==> src/hw/rtl/ngga_pkg.sv <==
// Shared types, constants and helpers for the GGA sentence capture unit.
// No dependencies; the line controller, the top level and the port checker import this package.
package ngga_pkg;

  // Line capacity and derived widths.
  localparam int LINE_BYTES = 128;
  localparam int POS_W      = $clog2(LINE_BYTES + 1);
  localparam int IDX_W      = $clog2(LINE_BYTES);
  localparam int ADDR_W     = IDX_W + 1;
  localparam int RAM_DEPTH  = 2 ** ADDR_W;

  // Fixed field widths.
  localparam int OPC_W    = 2;
  localparam int BYTE_W   = 8;
  localparam int IN_IDX_W = 7;
  localparam int LEN_W    = 8;
  localparam int CMP_W    = (POS_W > IN_IDX_W) ? POS_W : IN_IDX_W;

  // Characters of interest.
  localparam logic [BYTE_W-1:0] CH_DOLLAR = 8'd36;
  localparam logic [BYTE_W-1:0] CH_LF     = 8'd10;
  localparam logic [BYTE_W-1:0] CH_CR     = 8'd13;
  localparam logic [BYTE_W-1:0] CH_A      = 8'd65;
  localparam logic [BYTE_W-1:0] CH_G      = 8'd71;

  typedef enum logic [OPC_W-1:0] {
    OP_RX    = 2'd0,
    OP_READ  = 2'd1,
    OP_CLEAR = 2'd2,
    OP_NOP   = 2'd3
  } opcode_t;

  // What the line controller decides for one request.
  typedef struct packed {
    logic              wr_en;
    logic [ADDR_W-1:0] wr_addr;
    logic [BYTE_W-1:0] wr_data;
    logic              rd_en;
    logic [ADDR_W-1:0] rd_addr;
    logic              rd_hit;
    logic              captured_now;
    logic              ready;
    logic [LEN_W-1:0]  length;
  } ngga_step_t;

  // Reported length saturates at the top of the output field.
  function automatic logic [LEN_W-1:0] sat_len(input logic [POS_W-1:0] len);
    logic [15:0] wide;
    wide = 16'(len);
    return (wide > 16'd255) ? 8'hFF : wide[LEN_W-1:0];
  endfunction

endpackage

==> src/hw/rtl/ngga_ram.sv <==
// Generic simple dual-port RAM with one write port and a registered read port.
// No dependencies.
module ngga_ram #(
  parameter int WIDTH = 8,
  parameter int DEPTH = 256
) (
  input  logic                     clk,
  input  logic                     wr_en,
  input  logic [$clog2(DEPTH)-1:0] wr_addr,
  input  logic [WIDTH-1:0]         wr_data,
  input  logic                     rd_en,
  input  logic [$clog2(DEPTH)-1:0] rd_addr,
  output logic [WIDTH-1:0]         rd_data
);

  logic [WIDTH-1:0] mem [DEPTH];
  logic [WIDTH-1:0] rd_data_r;

  // Write port.
  always_ff @(posedge clk) begin
    if (wr_en) begin
      mem[wr_addr] <= wr_data;
    end
  end

  // Read data is held until the next read.
  always_ff @(posedge clk) begin
    if (rd_en) begin
      rd_data_r <= mem[rd_addr];
    end
  end

  assign rd_data = rd_data_r;

endmodule

==> src/hw/rtl/ngga_line_ctrl.sv <==
// Line assembly and capture control for the GGA sentence capture unit.
// Depends on ngga_pkg; drives the sentence RAM through the step struct.
module ngga_line_ctrl (
  input  logic                           clk,
  input  logic                           rst_n,
  input  logic                           req_fire,
  input  ngga_pkg::opcode_t              opcode,
  input  logic [ngga_pkg::BYTE_W-1:0]    rx_byte,
  input  logic [ngga_pkg::IN_IDX_W-1:0]  read_index,
  output ngga_pkg::ngga_step_t           step
);
  import ngga_pkg::*;

  // Line state. The RAM holds two banks: the line being built and the
  // captured sentence. After a capture the line keeps appending into the
  // captured bank past its length; the next '$' moves the line to the other bank.
  logic [POS_W-1:0]  wp_r, wp_nxt;
  logic              prev_valid_r, prev_valid_nxt;
  logic [BYTE_W-1:0] prev_byte_r, prev_byte_nxt;
  logic              ovf_r, ovf_nxt;
  logic              ready_r, ready_nxt;
  logic [POS_W-1:0]  len_r, len_nxt;
  logic              lbank_r, lbank_nxt;
  logic              cbank_r, cbank_nxt;
  logic              g3_r, g3_nxt;
  logic              g4_r, g4_nxt;
  logic              a5_r, a5_nxt;

  logic              is_rx;
  logic              is_dollar;
  logic              is_read;
  logic              is_clear;
  logic [POS_W-1:0]  wp_eff;
  logic              ovf_eff;
  logic              lbank_eff;
  logic              prev_ok;
  logic              room;
  logic              wr;
  logic              capture;
  logic [CMP_W-1:0]  idx_ext;

  assign is_rx     = req_fire && (opcode == OP_RX);
  assign is_read   = req_fire && (opcode == OP_READ);
  assign is_clear  = req_fire && (opcode == OP_CLEAR);
  assign is_dollar = is_rx && (rx_byte == CH_DOLLAR);

  // A '$' restarts the line before the byte is stored.
  assign wp_eff    = is_dollar ? '0 : wp_r;
  assign ovf_eff   = is_dollar ? 1'b0 : ovf_r;
  assign lbank_eff = is_dollar ? ~cbank_r : lbank_r;
  assign prev_ok   = !is_dollar && prev_valid_r && (prev_byte_r == CH_CR);

  // Store the byte while there is room, otherwise disqualify the line.
  assign room = wp_eff < POS_W'(LINE_BYTES);
  assign wr   = is_rx && room;

  always_comb begin
    wp_nxt  = wr ? (wp_eff + POS_W'(1)) : wp_eff;
    ovf_nxt = ovf_eff | (is_rx && !room);
    g3_nxt  = (wr && (wp_eff == POS_W'(3))) ? (rx_byte == CH_G) : g3_r;
    g4_nxt  = (wr && (wp_eff == POS_W'(4))) ? (rx_byte == CH_G) : g4_r;
    a5_nxt  = (wr && (wp_eff == POS_W'(5))) ? (rx_byte == CH_A) : a5_r;
  end

  // CR LF closes the line; the header check uses the latched match flags.
  assign capture = is_rx && (rx_byte == CH_LF) && prev_ok && !ovf_nxt &&
                   (wp_nxt >= POS_W'(6)) && g3_nxt && g4_nxt && a5_nxt;

  always_comb begin
    prev_valid_nxt = is_rx ? 1'b1 : prev_valid_r;
    prev_byte_nxt  = is_rx ? rx_byte : prev_byte_r;
    len_nxt        = capture ? wp_nxt : len_r;
    cbank_nxt      = capture ? lbank_eff : cbank_r;
    lbank_nxt      = lbank_eff;
    if (capture) begin
      ready_nxt = 1'b1;
    end else if (is_clear) begin
      ready_nxt = 1'b0;
    end else begin
      ready_nxt = ready_r;
    end
  end

  // Read range check against the length before this request.
  assign idx_ext = CMP_W'(read_index);

  always_comb begin
    step.wr_en        = wr;
    step.wr_addr      = {lbank_eff, wp_eff[IDX_W-1:0]};
    step.wr_data      = rx_byte;
    step.rd_en        = is_read;
    step.rd_addr      = {cbank_r, IDX_W'(read_index)};
    step.rd_hit       = is_read && (idx_ext < CMP_W'(len_r)) &&
                        (idx_ext < CMP_W'(LINE_BYTES));
    step.captured_now = capture;
    step.ready        = ready_nxt;
    step.length       = sat_len(len_nxt);
  end

  // Control state.
  always_ff @(posedge clk) begin
    if (!rst_n) begin
      wp_r         <= '0;
      prev_valid_r <= 1'b0;
      ovf_r        <= 1'b0;
      ready_r      <= 1'b0;
      len_r        <= '0;
      lbank_r      <= 1'b0;
      cbank_r      <= 1'b0;
      g3_r         <= 1'b0;
      g4_r         <= 1'b0;
      a5_r         <= 1'b0;
    end else begin
      wp_r         <= wp_nxt;
      prev_valid_r <= prev_valid_nxt;
      ovf_r        <= ovf_nxt;
      ready_r      <= ready_nxt;
      len_r        <= len_nxt;
      lbank_r      <= lbank_nxt;
      cbank_r      <= cbank_nxt;
      g3_r         <= g3_nxt;
      g4_r         <= g4_nxt;
      a5_r         <= a5_nxt;
    end
  end

  // Previous byte is payload, qualified by prev_valid_r.
  always_ff @(posedge clk) begin
    prev_byte_r <= prev_byte_nxt;
  end

endmodule

==> src/hw/rtl/nmea_gga_sentence_capture_unit.sv <==
// Top level of the GGA sentence capture unit: handshake, result register, RAM.
// Depends on ngga_pkg, ngga_line_ctrl and ngga_ram.
//
//   Channel   Ports                                   Direction
//   in        in_valid/in_stall, opcode, byte, index  request in, one per cycle unless stalled
//   out       out_valid/out_stall, data, flags, len   one result per request
//
// The result appears in the cycle after acceptance.
// Throughput is one request per cycle while in_stall is low, set by the single RAM
// port pair (one write for a received byte, one read for a captured byte).
// Reset is synchronous and clears all control state; RAM contents need none.
// While a result waits under out_stall, in_stall is raised and no request enters.
module nmea_gga_sentence_capture_unit (
  input  logic                           clk,
  input  logic                           rst_n,
  input  logic                           in_valid,
  output logic                           in_stall,
  input  logic [ngga_pkg::OPC_W-1:0]     in_opcode,
  input  logic [ngga_pkg::BYTE_W-1:0]    in_rx_byte,
  input  logic [ngga_pkg::IN_IDX_W-1:0]  in_read_index,
  output logic                           out_valid,
  input  logic                           out_stall,
  output logic [ngga_pkg::BYTE_W-1:0]    out_read_data,
  output logic                           out_captured_now,
  output logic                           out_sentence_ready,
  output logic [ngga_pkg::LEN_W-1:0]     out_captured_length
);
  import ngga_pkg::*;

  logic              req_fire;
  ngga_step_t        step;
  logic [BYTE_W-1:0] ram_rd_data;

  logic              out_valid_r, out_valid_nxt;
  logic              rd_hit_r;
  logic              captured_now_r;
  logic              ready_r;
  logic [LEN_W-1:0]  length_r;

  // A request enters whenever the result register is free or being drained.
  assign in_stall = out_valid_r && out_stall;
  assign req_fire = in_valid && !in_stall;

  ngga_line_ctrl u_line_ctrl (
    .clk        (clk),
    .rst_n      (rst_n),
    .req_fire   (req_fire),
    .opcode     (opcode_t'(in_opcode)),
    .rx_byte    (in_rx_byte),
    .read_index (in_read_index),
    .step       (step)
  );

  // Both banks of sentence storage live in one RAM.
  ngga_ram #(
    .WIDTH (BYTE_W),
    .DEPTH (RAM_DEPTH)
  ) u_ram (
    .clk     (clk),
    .wr_en   (step.wr_en),
    .wr_addr (step.wr_addr),
    .wr_data (step.wr_data),
    .rd_en   (step.rd_en),
    .rd_addr (step.rd_addr),
    .rd_data (ram_rd_data)
  );

  // Result valid tracking.
  always_comb begin
    if (req_fire) begin
      out_valid_nxt = 1'b1;
    end else if (out_stall) begin
      out_valid_nxt = out_valid_r;
    end else begin
      out_valid_nxt = 1'b0;
    end
  end

  always_ff @(posedge clk) begin
    if (!rst_n) begin
      out_valid_r <= 1'b0;
    end else begin
      out_valid_r <= out_valid_nxt;
    end
  end

  // Result payload; the RAM read data register holds alongside it.
  always_ff @(posedge clk) begin
    if (req_fire) begin
      rd_hit_r       <= step.rd_hit;
      captured_now_r <= step.captured_now;
      ready_r        <= step.ready;
      length_r       <= step.length;
    end
  end

  assign out_valid           = out_valid_r;
  assign out_read_data       = rd_hit_r ? ram_rd_data : '0;
  assign out_captured_now    = captured_now_r;
  assign out_sentence_ready  = ready_r;
  assign out_captured_length = length_r;

endmodule

==> config.mk <==
export PLATFORM = sky130hd
export DESIGN_NAME = nmea_gga_sentence_capture_unit
export DESIGN_NICKNAME = d
export VERILOG_FILES = /design/src/hw/rtl/ngga_pkg.sv /design/src/hw/rtl/ngga_ram.sv /design/src/hw/rtl/ngga_line_ctrl.sv /design/src/hw/rtl/nmea_gga_sentence_capture_unit.sv
export SDC_FILE = /design/constraint.sdc
export NUM_CORES = 2
export LEC_CHECK = 0
export BUFFER_PORTS_ARGS = -buffer_cell sky130_fd_sc_hd__buf_2
export CAP_MARGIN = 20
export CORE_ASPECT_RATIO = 0.6
export CORE_MARGIN = 3
export CORE_UTILIZATION = 45
export CTS_CLUSTER_SIZE = 14
export DETAILED_ROUTE_END_ITERATION = 7
export GPL_ROUTABILITY_DRIVEN = 0
export SLEW_MARGIN = 20
export SYNTH_ARGS = -nofsm -noshare
export SYNTH_HDL_FRONTEND = slang
export SYNTH_HIERARCHICAL = 1
export SYNTH_SLANG_ARGS = --single-unit
==> constraint.sdc <==
create_clock -name clk -period 5.32 [get_ports clk]
set_input_delay 0.798 -clock clk [delete_from_list [all_inputs] [get_ports clk]]
set_output_delay 0.798 -clock clk [all_outputs]
set_load 0.03 [all_outputs]
==> results.toml <==
[logic_synthesis]
synth-edff-count = 2075
synth_fp_nets = 4009
yosysUniqueCellTypes = 72
synth_mux_area_share_pct = 14.5
ys_seq_area_share_pct = 76.5
synthTopCellsByArea = "edfxtp_1 (76%), mux4_2 (12%), mux2i_1 (1.8%), nor2_1 (1.3%), a22oi_1 (1.2%)"
yosys.area.top_type_share_pct = 75.9
synth_adder_area_share_pct = 0.137
yosysWarnings = 6
synth_area_um2 = 82100
synth_compound_area_share_pct = 3.47
postSynth.asyncResetShare_pct = 0
syn_inst = 3979
yosys.area.top_type = "edfxtp_1"
avgSynthCellArea_um2 = 20.6
ys_ff_latch = 2100
ys.flop_type = "edfxtp_1"
synthSimpleGateAreaFrac_pct = 3.24
synth_top_family_by_area = "multiplexers"
synth_xor_area_share_pct = 0.0533

[route]
first_iter_violations = 6203
final_antenna_net_count = 0
vias = 41800
route.met2.wl_um = 86400
viasPerCell = 6.19
wire_per_inst_um = 31.4
wl_met1_um = 98000
drtPass1Iterations = 5
routed-wl-met3_um = 24200
highest_layer = "met5"
wirelength_um = 212000
drc = 0

[pwr]
power_frac_comb_pct = 4.8
netSwitchingPower_w = 0.00677
p_clk_share_pct = 38.8
switching_share_pct = 21.0
powerDensity_nw_per_um2 = 352
vdd_ir_drop_max_mv = 0.273
sequentialPowerShare_pct = 56.3
p_int_w = 0.0255
p_leak_nw = 28.7

[place]
dp_hpwl_um = 133000
io_buffers = 40
place_inst = 6444
dpl_worst_slack_ns = 0.126

[grt]
grt_pass1_wl_um = 305000
globalRouteOverflowTotal = 0
grt_max_degree = 194
antenna_found_initial = 11
grt_pass1_vias = 40200
track_usage_pct = 22.6

[sta]
setup_viol = 0
timing.final.hold_violations = 0
fin_tns_setup_ns = 0
worst_slack_ns = 0.662
period_needed_ns = 4.66
slew_viol_final = 0
fmax_mhz = 215
skew_ns = 0.0422
rsz0062_at_grt = "no"
finalCritPeriodShare_pct = 87.6
slew_headroom_pct = 23.6
hold_ws_ns = 0.222
tightest_slew_ns = 1.14

[worst_setup_path]
crit_type = "register to register"
startpoint_type = "register"
path_max_fanout = 20
cp.required_ns = 6.01
arrival_ns = 5.35
endpoint_kind = "register"
r2r_slack_ns = 0.66

[final_layout]
drive_gt1_share_pct = 24.2
fin_nets = 4288
fin_cells = 6756
area_delta_synth_final_pct = 11.8

[cts]
holdBufCountCts = 0
clk_latency_ns = 0.83
clock_tree.root_cell = "clkbuf_16"
cts_setup_buffers = 0
clock_path_buffers = 4
cts.htree.levels = 4
tritoncts = "done"
path_clk_slew_ns = 0.06
cts_buffers = 189
cts_resized = 0
clock-sinks = 2100

[floorplanning]
dieWidth_um = 557
rows = 120
io_pins = 41
start_util_pct = 45.6
die_h_um = 337
coreArea_um2 = 180000
die_area_um2 = 188000

[status]
status = "finished clean"

[flow_run]
maxCapViolCount = 0

[worst_hold_path]
hold_path_class = "input port to register"
==> layer usage <==
layer	vias to the layer above	global-route usage, %
li1	17000	-
met1	22300	37.4
met3	245	6.02
met2	2209	30.0
met4	2	3.97
met5	-	0
==> cells in the mapped netlist (all sizes together) (3+ instances only) <==
master and n:
a21oi 98, a22o 8, nand2b 12, a22oi 133, nand3 40, o22a 5
clkbuf 115, a21boi 3, dfxtp 25, or4 3, edfxtp 2075, nand3b 3
o32ai 5, o211ai 10, a21o 3, mux2 9, nor2b 40, o221ai 47
ha 9, a31oi 3, a211oi 17, o21ai 19, nor3 24, nand4 15
o22ai 28, buf 146, nor2 290, xnor2 3, and2 24, mux2i 148
or2 7, nand2 61, nor4 33, inv 19, a2111oi 5, a221oi 14
or3b 3, mux4 456
==> logic make-up after synthesis <==
kind of cell	after synthesis
AOI/OAI and AO/OA	404
xor gates and xnor gates	5
adders and majority gates	9
buffers and inverters	281
DFF	2100
muxes	613
and+or+nand+nor	567
==> worst max-delay path: stages (launching register included) <==
cell	delay [ns]
dfxtp_1	0.31
and2_4	0.14
nor2b_1	0.24
or3b_4	0.45
or4_4	0.69
nand2_1	0.18
inv_1	0.20
ha_1	0.31
nand3_1	0.10
nor2_1	0.08
mux2i_1	0.13
a31oi_1	0.20
a211oi_1	0.08
or4_1	0.84
buf_4	0.30
mux2_4	0.30
==> stage by stage <==
| stage | instance area (µm²) | util [%] | power [W] |
|---|---|---|---|
| after CTS | 91800 | 51.0 | 0.0325 |
| final | 91800 | 51.0 | 0.0323 |
| after global routing | 91800 | 51.0 | 0.0333 |
| after global placement | 86400 | 48.0 | 0.0201 |
| after floorplan | 82100 | - | 0.0195 |
| after detailed placement | 86400 | 48.0 | 0.0201 |
==> cell usage in the layout (no fill, tap or decap), types with 7 or more instances in the layout <==
master,n
o211ai_1,10
nor2_1,287
buf_4,287
a22oi_1,133
nand3_1,39
mux4_2,454
buf_12,22
buf_8,9
and2_1,21
o22ai_1,28
nor4_1,29
nand2b_1,11
a221oi_1,13
a21oi_1,98
edfxtp_1,2075
nand4_1,15
o221ai_1,46
buf_2,28
inv_1,19
mux2i_1,148
clkinv_1,40
clkinv_2,14
clkbuf_1,55
ha_1,9
a22o_1,8
o21ai_0,17
nand2_1,61
dfxtp_1,25
clkbuf_16,193
nor3_1,24
or2_2,7
a211oi_1,17
nor2b_1,37
==> cell type report <==
| cell class | count | area (µm²) |
|---|---|---|
| fillers | 14100 | 88100 |
| flip-flops and latches | 2100 | 62800 |
| repair buffers | 349 | 2940 |
| inverters | 20 | 75.1 |
| clock inverters | 61 | 370 |
| clock buffers | 248 | 5040 |
| well taps | 2379 | 2980 |
| multi-input cells | 1598 | 17600 |
| diodes | 1 | 2.50 |
==> sequential cells by signal, indices dropped and copies added, names as in the netlist, 8 cells and up <==
register,count
u_line_ctrl/wp_r,8
u_line_ctrl/len_r,8
u_ram/mem,2048
u_ram/rd_data,8
out_captured_length,8
u_line_ctrl/prev_byte_r,8
==> power groups by stage <==
stage / registers (W) / clock network (W) / logic, W
detailed placement: 0.0185 / 0 / 0.00155
CTS: 0.0182 / 0.0127 / 0.00155
finish: 0.0182 / 0.0125 / 0.00155
global placement: 0.0185 / 0 / 0.00154
global route: 0.0182 / 0.0135 / 0.00164
floorplan: 0.0186 / 0 / 0.000952
==> worst paths after layout <==
check,cells past startpoint,to,start
worst max-delay path,15,u_line_ctrl/len_r[4],out_valid
worst min-delay path,2,out_valid,in_valid
worst max register to register,15,u_line_ctrl/len_r[4],out_valid
worst min register to register,1,u_line_ctrl/prev_valid_r,u_line_ctrl/prev_valid_r
Power figures use the tool's default switching activity.
